==> src/design/ctnm_pkg.sv <==
// ----------------------------------------------------------------------------
// ctnm_pkg
// Shared types and constants of the clock table nearest-match unit.
// ----------------------------------------------------------------------------
package ctnm_pkg;

  localparam int TABLE_DEPTH_DEFAULT = 64;

  localparam int CODE_W   = 8;
  localparam int FREQ_W   = 20;
  localparam int COUNT_W  = 7;
  localparam int STATUS_W = 2;

  // Rounding to a multiple of 500 after adding a bias of 249.
  localparam int ROUND_W = FREQ_W + 1;
  localparam logic [ROUND_W-1:0] ROUND_BIAS = ROUND_W'(249);
  localparam int STEP_W = 9;
  localparam logic [STEP_W-1:0] ROUND_STEP = STEP_W'(500);

  // Division by 500 as a multiply by ceil(2^30 / 500) and a shift by 30.
  // Exact for every dividend below 2^30 / 176, far above the 21-bit range.
  localparam int RECIP_SHIFT = 30;
  localparam int RECIP_W     = 22;
  localparam logic [RECIP_W-1:0] RECIP_MUL = RECIP_W'(2147484);
  localparam int PROD_W      = ROUND_W + RECIP_W;
  localparam int QUOT_W      = PROD_W - RECIP_SHIFT;
  localparam int SCALED_W    = QUOT_W + STEP_W;
  localparam logic [FREQ_W-1:0] FREQ_MAX = {FREQ_W{1'b1}};

  localparam logic KIND_ADD  = 1'b0;
  localparam logic KIND_FIND = 1'b1;

  localparam logic [STATUS_W-1:0] STATUS_STORED    = STATUS_W'(0);
  localparam logic [STATUS_W-1:0] STATUS_DUPLICATE = STATUS_W'(1);
  localparam logic [STATUS_W-1:0] STATUS_FULL      = STATUS_W'(2);

  typedef struct packed {
    logic              kind;
    logic [CODE_W-1:0] select_code;
    logic [FREQ_W-1:0] frequency;
  } ctnm_req_t;

  typedef struct packed {
    logic [STATUS_W-1:0] add_status;
    logic [CODE_W-1:0]   nearest_code;
    logic [COUNT_W-1:0]  entry_count;
  } ctnm_rsp_t;

  typedef struct packed {
    logic [CODE_W-1:0] code;
    logic [FREQ_W-1:0] freq;
  } ctnm_entry_t;

  typedef enum logic [2:0] {
    S_IDLE,
    S_ROUND,
    S_SCALE,
    S_SCAN,
    S_WRITE,
    S_DONE
  } ctnm_state_t;

  // Commands from the controller to the datapath.
  typedef struct packed {
    logic take;       // capture the request beat
    logic round;      // biased frequency times reciprocal
    logic scale;      // quotient times step, start of a scan
    logic scan_read;  // read the entry at the scan index
    logic write;      // append the pending entry
    logic done_load;  // load the response register
  } ctnm_cmd_t;

  // Status from the datapath to the controller.
  typedef struct packed {
    logic is_add;
    logic full;
    logic scan_end;
    logic dup;
    logic out_free;
  } ctnm_sts_t;

endpackage

==> src/design/clock_table_nearest_match_unit.sv <==
// ----------------------------------------------------------------------------
// clock_table_nearest_match_unit
// The block takes no new request until the response of the last one has
// been loaded into the response register; the scan reads one table entry
// per cycle through the single read port of the entry memory.
// Reset clears the fill count and the handshakes; the table is not cleared.
// ----------------------------------------------------------------------------
module clock_table_nearest_match_unit
  import ctnm_pkg::*;
#(
  parameter int TABLE_DEPTH = TABLE_DEPTH_DEFAULT
) (
  input  logic      clk,
  input  logic      rst,
  input  logic      req_valid,
  output logic      req_stall,
  input  ctnm_req_t req,
  output logic      rsp_valid,
  input  logic      rsp_stall,
  output ctnm_rsp_t rsp
);

  // The controller only sequences; all storage and arithmetic lives in the
  // datapath. An add first rounds its frequency in two registered steps (a
  // reciprocal multiply for the division by 500, then the multiply back by
  // 500), then scans the filled entries for an equal frequency and appends
  // the entry when none matched. A find goes through the same steps, keeps
  // its frequency unrounded and tracks the nearest entry during the scan;
  // the strict less-than compare keeps the earliest entry on a tie.
  ctnm_cmd_t cmd;
  ctnm_sts_t sts;

  ctnm_ctrl u_ctrl (
    .clk       (clk),
    .rst       (rst),
    .req_valid (req_valid),
    .req_stall (req_stall),
    .sts       (sts),
    .cmd       (cmd)
  );

  // The response register lets a finished beat wait on a stalled consumer
  // while the block returns to idle for the next request.
  ctnm_dp #(
    .TABLE_DEPTH (TABLE_DEPTH)
  ) u_dp (
    .clk       (clk),
    .rst       (rst),
    .cmd       (cmd),
    .sts       (sts),
    .req       (req),
    .rsp       (rsp),
    .rsp_valid (rsp_valid),
    .rsp_stall (rsp_stall)
  );

  // An append never happens into a full table.
  a_no_write_when_full: assert property (@(posedge clk) disable iff (rst)
    cmd.write |-> !sts.full)
    else $error("entry appended to a full table");

  // An append never stores a frequency the scan found already present.
  a_no_dup_write: assert property (@(posedge clk) disable iff (rst)
    cmd.write |-> !sts.dup)
    else $error("duplicate frequency appended");

  // A new response never overwrites one that is still being held.
  a_no_rsp_overwrite: assert property (@(posedge clk) disable iff (rst)
    cmd.done_load |-> (!rsp_valid || !rsp_stall))
    else $error("pending response overwritten");

  // After taking a request beat the block is busy in the next cycle.
  a_busy_after_take: assert property (@(posedge clk) disable iff (rst)
    (req_valid && !req_stall) |=> req_stall)
    else $error("second request taken back to back");

endmodule

==> src/design/ctnm_ram.sv <==
// ----------------------------------------------------------------------------
// ctnm_ram
// Generic single-port-write, single-port-read RAM with registered read data.
// ----------------------------------------------------------------------------
module ctnm_ram #(
  parameter int WIDTH = 8,
  parameter int DEPTH = 64
) (
  input  logic                                   clk,
  input  logic                                   we,
  input  logic [((DEPTH > 1) ? $clog2(DEPTH) : 1)-1:0] waddr,
  input  logic [WIDTH-1:0]                       wdata,
  input  logic [((DEPTH > 1) ? $clog2(DEPTH) : 1)-1:0] raddr,
  output logic [WIDTH-1:0]                       rdata
);

  logic [WIDTH-1:0] mem [DEPTH];

  always_ff @(posedge clk) begin
    if (we) begin
      mem[waddr] <= wdata;
    end
    rdata <= mem[raddr];
  end

endmodule

==> src/design/ctnm_ctrl.sv <==
// ----------------------------------------------------------------------------
// ctnm_ctrl
// Sequencer of the clock table: round, scan, append and respond.
// ----------------------------------------------------------------------------
module ctnm_ctrl
  import ctnm_pkg::*;
(
  input  logic      clk,
  input  logic      rst,
  input  logic      req_valid,
  output logic      req_stall,
  input  ctnm_sts_t sts,
  output ctnm_cmd_t cmd
);

  ctnm_state_t state, state_next;

  always_ff @(posedge clk) begin
    if (rst) begin
      state <= S_IDLE;
    end else begin
      state <= state_next;
    end
  end

  always_comb begin
    state_next = state;
    cmd        = '0;
    req_stall  = 1'b1;
    case (state)
      S_IDLE: begin
        req_stall = 1'b0;
        if (req_valid) begin
          cmd.take   = 1'b1;
          state_next = S_ROUND;
        end
      end
      S_ROUND: begin
        cmd.round  = 1'b1;
        state_next = S_SCALE;
      end
      S_SCALE: begin
        cmd.scale = 1'b1;
        // A full table rejects an add without looking at the entries.
        if (sts.is_add && sts.full) begin
          state_next = S_DONE;
        end else begin
          state_next = S_SCAN;
        end
      end
      S_SCAN: begin
        // The compare of the last entry read happens in the cycle that sees
        // the end, so no separate drain cycle is needed.
        if (sts.scan_end) begin
          state_next = sts.is_add ? S_WRITE : S_DONE;
        end else begin
          cmd.scan_read = 1'b1;
        end
      end
      S_WRITE: begin
        cmd.write  = !sts.dup;
        state_next = S_DONE;
      end
      S_DONE: begin
        if (sts.out_free) begin
          cmd.done_load = 1'b1;
          state_next    = S_IDLE;
        end
      end
      default: begin
        state_next = S_IDLE;
      end
    endcase
  end

endmodule

==> src/design/ctnm_dp.sv <==
// ----------------------------------------------------------------------------
// ctnm_dp
// Datapath of the clock table: rounding, entry memory, scan compare, response.
// ----------------------------------------------------------------------------
module ctnm_dp
  import ctnm_pkg::*;
#(
  parameter int TABLE_DEPTH = TABLE_DEPTH_DEFAULT
) (
  input  logic      clk,
  input  logic      rst,
  input  ctnm_cmd_t cmd,
  output ctnm_sts_t sts,
  input  ctnm_req_t req,
  output ctnm_rsp_t rsp,
  output logic      rsp_valid,
  input  logic      rsp_stall
);

  localparam int AW   = (TABLE_DEPTH > 1) ? $clog2(TABLE_DEPTH) : 1;
  localparam int CNTW = $clog2(TABLE_DEPTH + 1);
  localparam logic [CNTW-1:0] DEPTH_CNT = CNTW'(TABLE_DEPTH);

  ctnm_req_t          item;
  logic [QUOT_W-1:0]  quot;
  logic [FREQ_W-1:0]  key;
  logic [CNTW-1:0]    fill;
  logic [CNTW-1:0]    idx;
  logic               rd_valid;
  logic               dup;
  logic               have;
  logic               full_hit;
  logic [FREQ_W-1:0]  near_err;
  logic [CODE_W-1:0]  near_code;

  logic [ROUND_W-1:0]  biased;
  logic [PROD_W-1:0]   prod;
  logic [SCALED_W-1:0] scaled;
  logic [FREQ_W-1:0]   rounded;
  logic [FREQ_W-1:0]   err;
  ctnm_entry_t         rd_entry;
  ctnm_entry_t         wr_entry;
  logic [CNTW+COUNT_W-1:0] count_ext;

  assign biased  = ROUND_W'(item.frequency) + ROUND_BIAS;
  assign prod    = PROD_W'(biased) * PROD_W'(RECIP_MUL);
  assign scaled  = SCALED_W'(quot) * SCALED_W'(ROUND_STEP);
  assign rounded = (scaled > SCALED_W'(FREQ_MAX)) ? FREQ_MAX : scaled[FREQ_W-1:0];

  assign err = (key >= rd_entry.freq) ? (key - rd_entry.freq) : (rd_entry.freq - key);

  assign wr_entry.code = item.select_code;
  assign wr_entry.freq = key;

  ctnm_ram #(
    .WIDTH ($bits(ctnm_entry_t)),
    .DEPTH (TABLE_DEPTH)
  ) u_table (
    .clk   (clk),
    .we    (cmd.write),
    .waddr (fill[AW-1:0]),
    .wdata (wr_entry),
    .raddr (idx[AW-1:0]),
    .rdata (rd_entry)
  );

  always_ff @(posedge clk) begin
    if (cmd.take) begin
      item <= req;
    end
    if (cmd.round) begin
      quot <= prod[PROD_W-1:RECIP_SHIFT];
    end
    if (cmd.scale) begin
      key <= (item.kind == KIND_ADD) ? rounded : item.frequency;
    end
  end

  // Scan state: index, read pipeline flag and running match results.
  always_ff @(posedge clk) begin
    if (rst) begin
      rd_valid <= 1'b0;
    end else begin
      rd_valid <= cmd.scan_read;
    end
    if (cmd.scale) begin
      idx       <= '0;
      dup       <= 1'b0;
      have      <= 1'b0;
      full_hit  <= (fill == DEPTH_CNT);
      near_code <= '0;
      near_err  <= '0;
    end else begin
      if (cmd.scan_read) begin
        idx <= idx + CNTW'(1);
      end
      if (rd_valid) begin
        if (rd_entry.freq == key) begin
          dup <= 1'b1;
        end
        if (!have || err < near_err) begin
          have      <= 1'b1;
          near_err  <= err;
          near_code <= rd_entry.code;
        end
      end
    end
  end

  always_ff @(posedge clk) begin
    if (rst) begin
      fill <= '0;
    end else if (cmd.write) begin
      fill <= fill + CNTW'(1);
    end
  end

  assign count_ext = {{COUNT_W{1'b0}}, fill};

  always_ff @(posedge clk) begin
    if (rst) begin
      rsp_valid <= 1'b0;
    end else if (cmd.done_load) begin
      rsp_valid <= 1'b1;
    end else if (!rsp_stall) begin
      rsp_valid <= 1'b0;
    end
  end

  always_ff @(posedge clk) begin
    if (cmd.done_load) begin
      if (item.kind == KIND_ADD) begin
        rsp.add_status   <= full_hit ? STATUS_FULL : (dup ? STATUS_DUPLICATE : STATUS_STORED);
        rsp.nearest_code <= '0;
      end else begin
        rsp.add_status   <= STATUS_STORED;
        rsp.nearest_code <= near_code;
      end
      rsp.entry_count <= count_ext[COUNT_W-1:0];
    end
  end

  assign sts.is_add   = (item.kind == KIND_ADD);
  assign sts.full     = (fill == DEPTH_CNT);
  assign sts.scan_end = (idx == fill);
  assign sts.dup      = dup;
  assign sts.out_free = !rsp_valid || !rsp_stall;

endmodule

==> config.mk <==
export PLATFORM = sky130hd
export DESIGN_NAME = clock_table_nearest_match_unit
export DESIGN_NICKNAME = d
export VERILOG_FILES = /design/src/design/ctnm_pkg.sv /design/src/design/clock_table_nearest_match_unit.sv /design/src/design/ctnm_ram.sv /design/src/design/ctnm_ctrl.sv /design/src/design/ctnm_dp.sv
export SDC_FILE = /design/constraint.sdc
export NUM_CORES = 2
export LEC_CHECK = 0
export BUFFER_PORTS_ARGS = -buffer_cell sky130_fd_sc_hd__buf_2
export CAP_MARGIN = 10
export CORE_MARGIN = 2
export CORE_UTILIZATION = 55
export CTS_CLUSTER_DIAMETER = 60
export CTS_CLUSTER_SIZE = 8
export DETAILED_ROUTE_END_ITERATION = 12
export HOLD_SLACK_MARGIN = 0.08
export PLACE_DENSITY = 0.71
export SLEW_MARGIN = 20
export SYNTH_ARGS = -nofsm -noshare
export SYNTH_HDL_FRONTEND = slang
export SYNTH_SLANG_ARGS = --single-unit
==> constraint.sdc <==
create_clock -name clk -period 19.4 [get_ports clk]
set_input_delay 2.91 -clock clk [delete_from_list [all_inputs] [get_ports clk]]
set_output_delay 2.91 -clock clk [all_outputs]
set_load 0.005 [all_outputs]
Word level (Yosys, flattened, before mapping)
Memory sizes are Yosys's and may differ from the RTL's. A register that Yosys moved wholly into a read port is not among the register bits. Index checks and enable logic that the tools add are counted.

Add/sub/neg operators: 5. Bitwise gates (word level): 1. Multiplexer cells: 25. Order comparisons: 3. Reductions and logical operators: 12. $mul: 2. Eq/ne operators: 12.

Operator list (number): 20-bit 2-to-1 mux (3); 21-bit by 20-bit multiplier with 41-bit output (second input constant) (1); 20-bit subtractor (2); 22-bit by 20-bit greater-than comparator with 1-bit output (second input constant) (1); 20-bit by 8-bit adder with 21-bit output (second input constant) (1); 20-bit equality test (1); 20-bit >= comparator (1); 20-bit < comparator (1); 13-bit by 7-bit multiplier with 20-bit output (second input constant) (1); 3-bit case mux with 6 select lines (1); 1-bit 2-to-1 mux (16); 7-bit by 1-bit adder with 7-bit output (second input constant) (2); 3-bit 2-to-1 mux (4); 7-bit equality test (1); 7-bit equality test (second input constant) (1); 3-bit by 2-bit equality test with 1-bit output (second input constant) (2); 3-bit equality test (second input constant) (2); 2-bit inequality test (second input constant) (3); 1-bit logical NOT (4); 2-bit AND reduction (2); 3-bit by 1-bit equality test with 1-bit output (second input constant) (1); 3-bit logical NOT (1); 3-bit AND reduction (1); 1-bit logical OR (2); other kinds (5) (5).

Input port bits: 33. Word-level logic and storage cells: 80. Memories: 1. Register bits: 129. Output and inout port bits: 19. RAM bits: 1792.

Memories: u_dp.u_table.mem (depth 64, width 28, read ports 1, clocked after Yosys merged registers in 1, wr ports 1, line ctnm_ram.sv:17) `logic [WIDTH-1:0] mem [DEPTH];`.

Logic depth before layout (Yosys ltp)
Depth in word-level cells: 5. Gate-level depth with buffers: 27. Mapped depth without buffers: 27.

Hierarchy
A second synthesis with hierarchy kept.

Cell total of the unflattened synthesis: 4650. Area, all modules: 84503.5 sq um.

Modules (own cells, without submodules): ctnm_ram (cells each 3105, area each 69188.9 sq um, times used 1); ctnm_dp (cells each 1514, area each 15050.7 sq um, times used 1); ctnm_ctrl (cells each 31, area each 264.0 sq um, times used 1).

Worst setup path after synthesis
OpenSTA, ideal clock, no wires.

Path kind: reg-to-reg. Start point: reg u_dp.item[0] (netlist name). End point: reg u_dp.quot[11] (data pin). Period minus slack after synthesis: 6.796 ns. Arrival time: 6.534 ns. Data required time: 19.138 ns. Path buffers: 0. Path slack: 12.604 ns. Cell stages (with the launch flop): 25. Cells stage by stage: edfxtp_1 ha_1 a21oi_1 nand2b_1 nor4_1 and3b_1 xor2_1 ha_1 fa_1 inv_1 fa_1 inv_1 fa_1 fa_1 fa_1 ha_1 nand4_1 nor4_1 nand4b_1 a21oi_1 a21oi_1 a41o_1 o2111ai_1 a21oi_1 xnor2_1.

Word-level cells in the longest chain between the ends: 2.

Ends and longest elaborated chain: start: declaration (line ctnm_dp.sv:24) `ctnm_req_t item;`; start signal: assignment (line ctnm_dp.sv:69) `item <= req;`; 20-bit by 8-bit adder with 21-bit output (line ctnm_dp.sv:45) `assign biased = ROUND_W'(item.frequency) + ROUND_BIAS;`; 21-bit by 20-bit multiplier with 41-bit output (line ctnm_dp.sv:46) `assign prod = PROD_W'(biased) * PROD_W'(RECIP_MUL);`; named net u_dp.prod[41] (line ctnm_dp.sv:37) `logic [PROD_W-1:0] prod;`; end signal: assignment (line ctnm_dp.sv:72) `quot <= prod[PROD_W-1:RECIP_SHIFT];`; end: declaration (line ctnm_dp.sv:25) `logic [QUOT_W-1:0] quot;`.

The timed path passes the listed nets, and every way through them passes these cells. A chain may end at the register's enable or synchronous reset.

Worst setup path after layout
Start point: reg u_dp.item[1] (netlist name). End point: reg u_dp.quot[11] (data pin).

The elaborated chain is that of the path after synthesis.

==> flow_summary.json <==
{
  "pin_count": 52,
  "slew_headroom_pct": 25.1,
  "cp-start-kind": "flop",
  "place_ws_ns": 11.44,
  "drt_pass1_iterations": 6,
  "grt_pass1_vias": 43600,
  "synth_edf_count": 1872,
  "num_rows": 143,
  "yosysMostFrequentCell": "edfxtp_1",
  "tightest_slew_ns": 1.12,
  "drt-total-wl_um": 210000,
  "hold_end": "u_dp.near_code[6]",
  "layout-drive-gt1-share_pct": 26.1,
  "hold_path_depth": 2,
  "numCtsBuffers": 300,
  "r2r_slack_ns": 11.41,
  "grt_pass1_wl_um": 305000,
  "die_w_um": 394,
  "clock-sinks": 1949,
  "synthFlopType": "edfxtp_1",
  "cts_resized": 0,
  "p_leak_nw": 31.6,
  "cts_max_level": 5,
  "reg2reg_from": "u_dp.item[1]",
  "viasPerCell": 6.44,
  "numPortBuffers": 51,
  "worst_hold_startpoint": "u_dp.u_table.rdata[26]",
  "fmax_mhz": 125,
  "core_um2": 152000,
  "synth_cell_types": 75,
  "hold_slack_ns": 0.447,
  "min_period_over_period_pct": 41.2,
  "ys.warnings.count": 0,
  "yosys-top-cells-area": "edfxtp_1 (67%), mux4_2 (16%), ha_1 (4.2%)",
  "grt_setup_unrepaired": "false",
  "grt.overflow.total": 0,
  "drcViolationCount": 0,
  "fin_nets": 4938,
  "worst-setup-path-type": "reg2reg",
  "ys_top_cells_by_count": "edfxtp_1 (1872), mux4_2 (588), ha_1 (282), inv_1 (280), nor2_1 (152)",
  "cts_tree": "built",
  "outcome": "complete, no violations",
  "cts_root_buf": "clkbuf_16",
  "synth_top_area_cell": "edfxtp_1",
  "path_cells": "ha_1 -> a21oi_1 -> nand2b_1 -> nor4_1 -> and3b_1 -> xor2_1 -> ha_1 -> fa_1 -> inv_1 -> fa_1 -> inv_1 -> fa_1 -> fa_1 -> fa_1 -> ha_1 -> nand4_1 -> nor4_1 -> nand4b_1 -> a21oi_1 -> a21oi_1 -> a41o_1 -> o2111ai_1 -> a21oi_1 -> xnor2_1",
  "final_cells": 6592,
  "worst_hold_path_type": "reg2reg",
  "syn_nets": 4636,
  "ir_worst_vdd_v": 0.000407,
  "postCtsHoldBufs": 0,
  "die_y_um": 394,
  "slowest_delay_ns": 0.67,
  "postCtsSetupBuffers": 0,
  "reg2regPathDepth": 24,
  "fin_util_pct": 62.9,
  "synth_seq_cells": 1949,
  "syn_area_per_cell_um2": 20.0,
  "synthCells": 4186,
  "setup_violations": 0,
  "drtIter0Drc": 5681,
  "place_congestion": 0.876,
  "max_cap_violations": 0,
  "worst_r2r_endpoint": "u_dp.quot[11]",
  "vias": 42400,
  "wl_per_cell_um": 31.9,
  "cellPowerDensity_nw_per_um2": 147,
  "required_ns": 20.01,
  "cp_slowest_cell": "xor2_1",
  "period_minus_slack_ns": 7.99,
  "maxSlewViolCount": 0,
  "yosys.area.top_type_share_pct": 67.2,
  "ys_async_sr_fraction_pct": 0,
  "clock_path_buffers": 4,
  "skew_ns": 0.0700,
  "ys_seq_area_share_pct": 69.0,
  "finalHoldViolCount": 0,
  "grt_max_degree": 152,
  "placed_cells": 6216,
  "cp_common_cell": "fa_1",
  "grt_usage_pct": 27.5,
  "antenna_left": 0,
  "start_util_pct": 55.2,
  "syn2layout_area_growth_pct": 14.0,
  "fin_ws_ns": 11.41,
  "netlist_area_um2": 83700,
  "die-area_um2": 155000,
  "cp_max_fo": 6,
  "clk_pin_slew_worst_paths_ns": 0.05,
  "antenna_found_initial": 14,
  "tns_ns": 0,
  "crit_path_end_kind": "flop",
  "clk_latency_ns": 0.91,
  "worstPathArrival_ns": 8.60,
  "hpwl_um": 114000
}
[power breakdown]
group / internal [mW] / switching, mW
combinational: 1.88 / 2.66
sequential: 4.86 / 0.0507
clock: 2.84 / 1.70
total: 9.58 / 4.41
[worst max-delay path: cells and delay by family (launching register included)]
family,cells,cell delay (ns)
AO/OA/AOI/OAI,6,1.24
XOR/XNOR,2,0.80
adder cells (fa/ha/maj),8,3.42
AND/OR/NAND/NOR,6,1.72
buffers and inverters,2,0.10
flip-flops,1,0.46
[per-layer routing]
metal	vias to the layer above	global-route usage [%]	part of all wire [%]
met4	10	8.87	3.1
met5	-	0	0.031
met2	2330	43.0	48
met3	374	6.82	10
met1	22300	38.5	39
li1	17400	-	-
[registers in the layout (all words and copies together), names as in the netlist]
register            flops
u_ctrl.state            3
u_dp.dup                1
u_dp.fill               7
u_dp.full_hit           1
u_dp.have               1
u_dp.idx                7
u_dp.item              29
u_dp.key               20
u_dp.near_code          8
u_dp.near_err          20
u_dp.quot              13
u_dp.rd_valid           1
u_dp.rsp               17
u_dp.rsp_valid          1
u_dp.u_table.mem     1792
u_dp.u_table.rdata     28
[placed cells by master (no fill, tap or decap), types with 40 or more instances in the layout]
cell type / netlist / routed
ha_1: 282 / 282
nor2_1: 152 / 87
o21ai_0: 40 / 40
xor2_1: 40 / 40
clkbuf_1: 103 / 43
inv_1: 280 / 280
a21oi_1: 89 / 89
buf_4: 2 / 117
nor2_4: 0 / 65
buf_2: 50 / 51
fa_1: 135 / 135
mux4_2: 588 / 588
edfxtp_1: 1872 / 1872
nand2_1: 90 / 90
clkbuf_16: 0 / 307
dfxtp_1: 77 / 71
[worst max path at each step]
stage	slack [ns]	depth (start not counted)	from	to
after CTS	11.42	24	u_dp.item[1]	u_dp.quot[11]
final	11.41	24	u_dp.item[1]	u_dp.quot[11]
after floorplan	12.60	24	u_dp.item[0]	u_dp.quot[11]
after detailed placement	11.44	24	u_dp.item[0]	u_dp.quot[11]
after global placement	11.46	24	u_dp.item[0]	u_dp.quot[11]
after global routing	10.82	24	u_dp.item[1]	u_dp.quot[11]
[logic make-up after synthesis]
logic type	synth area share (%)
AOI/OAI and AO/OA	2.32
xor gates and xnor gates	0.827
adders and majority gates	7.45
buffers and inverters	2.15
DFF	69.0
muxes	16.1
and+or+nand+nor	2.16
[final cells by class]
cell class	count	area, um2
Tap cell	2030	2540
Fill cell	10100	56200
Antenna cell	3	7.51
Timing Repair Buffer	176	1310
Sequential cell	1949	57800
Inverter	281	1050
Clock inverter	22	240
Multi-Input combinational cell	1780	24600
Clock buffer	351	7860
[per-stage QoR]
stage                     total power [mW]  instance area, um2
final                                 14.0               95400
after global routing                  14.8               95400
after CTS                             14.0               95400
after detailed placement              9.49               87300
after global placement                9.44               87200
after floorplan                       8.32               83700
(Power assumes the default switching activity.)
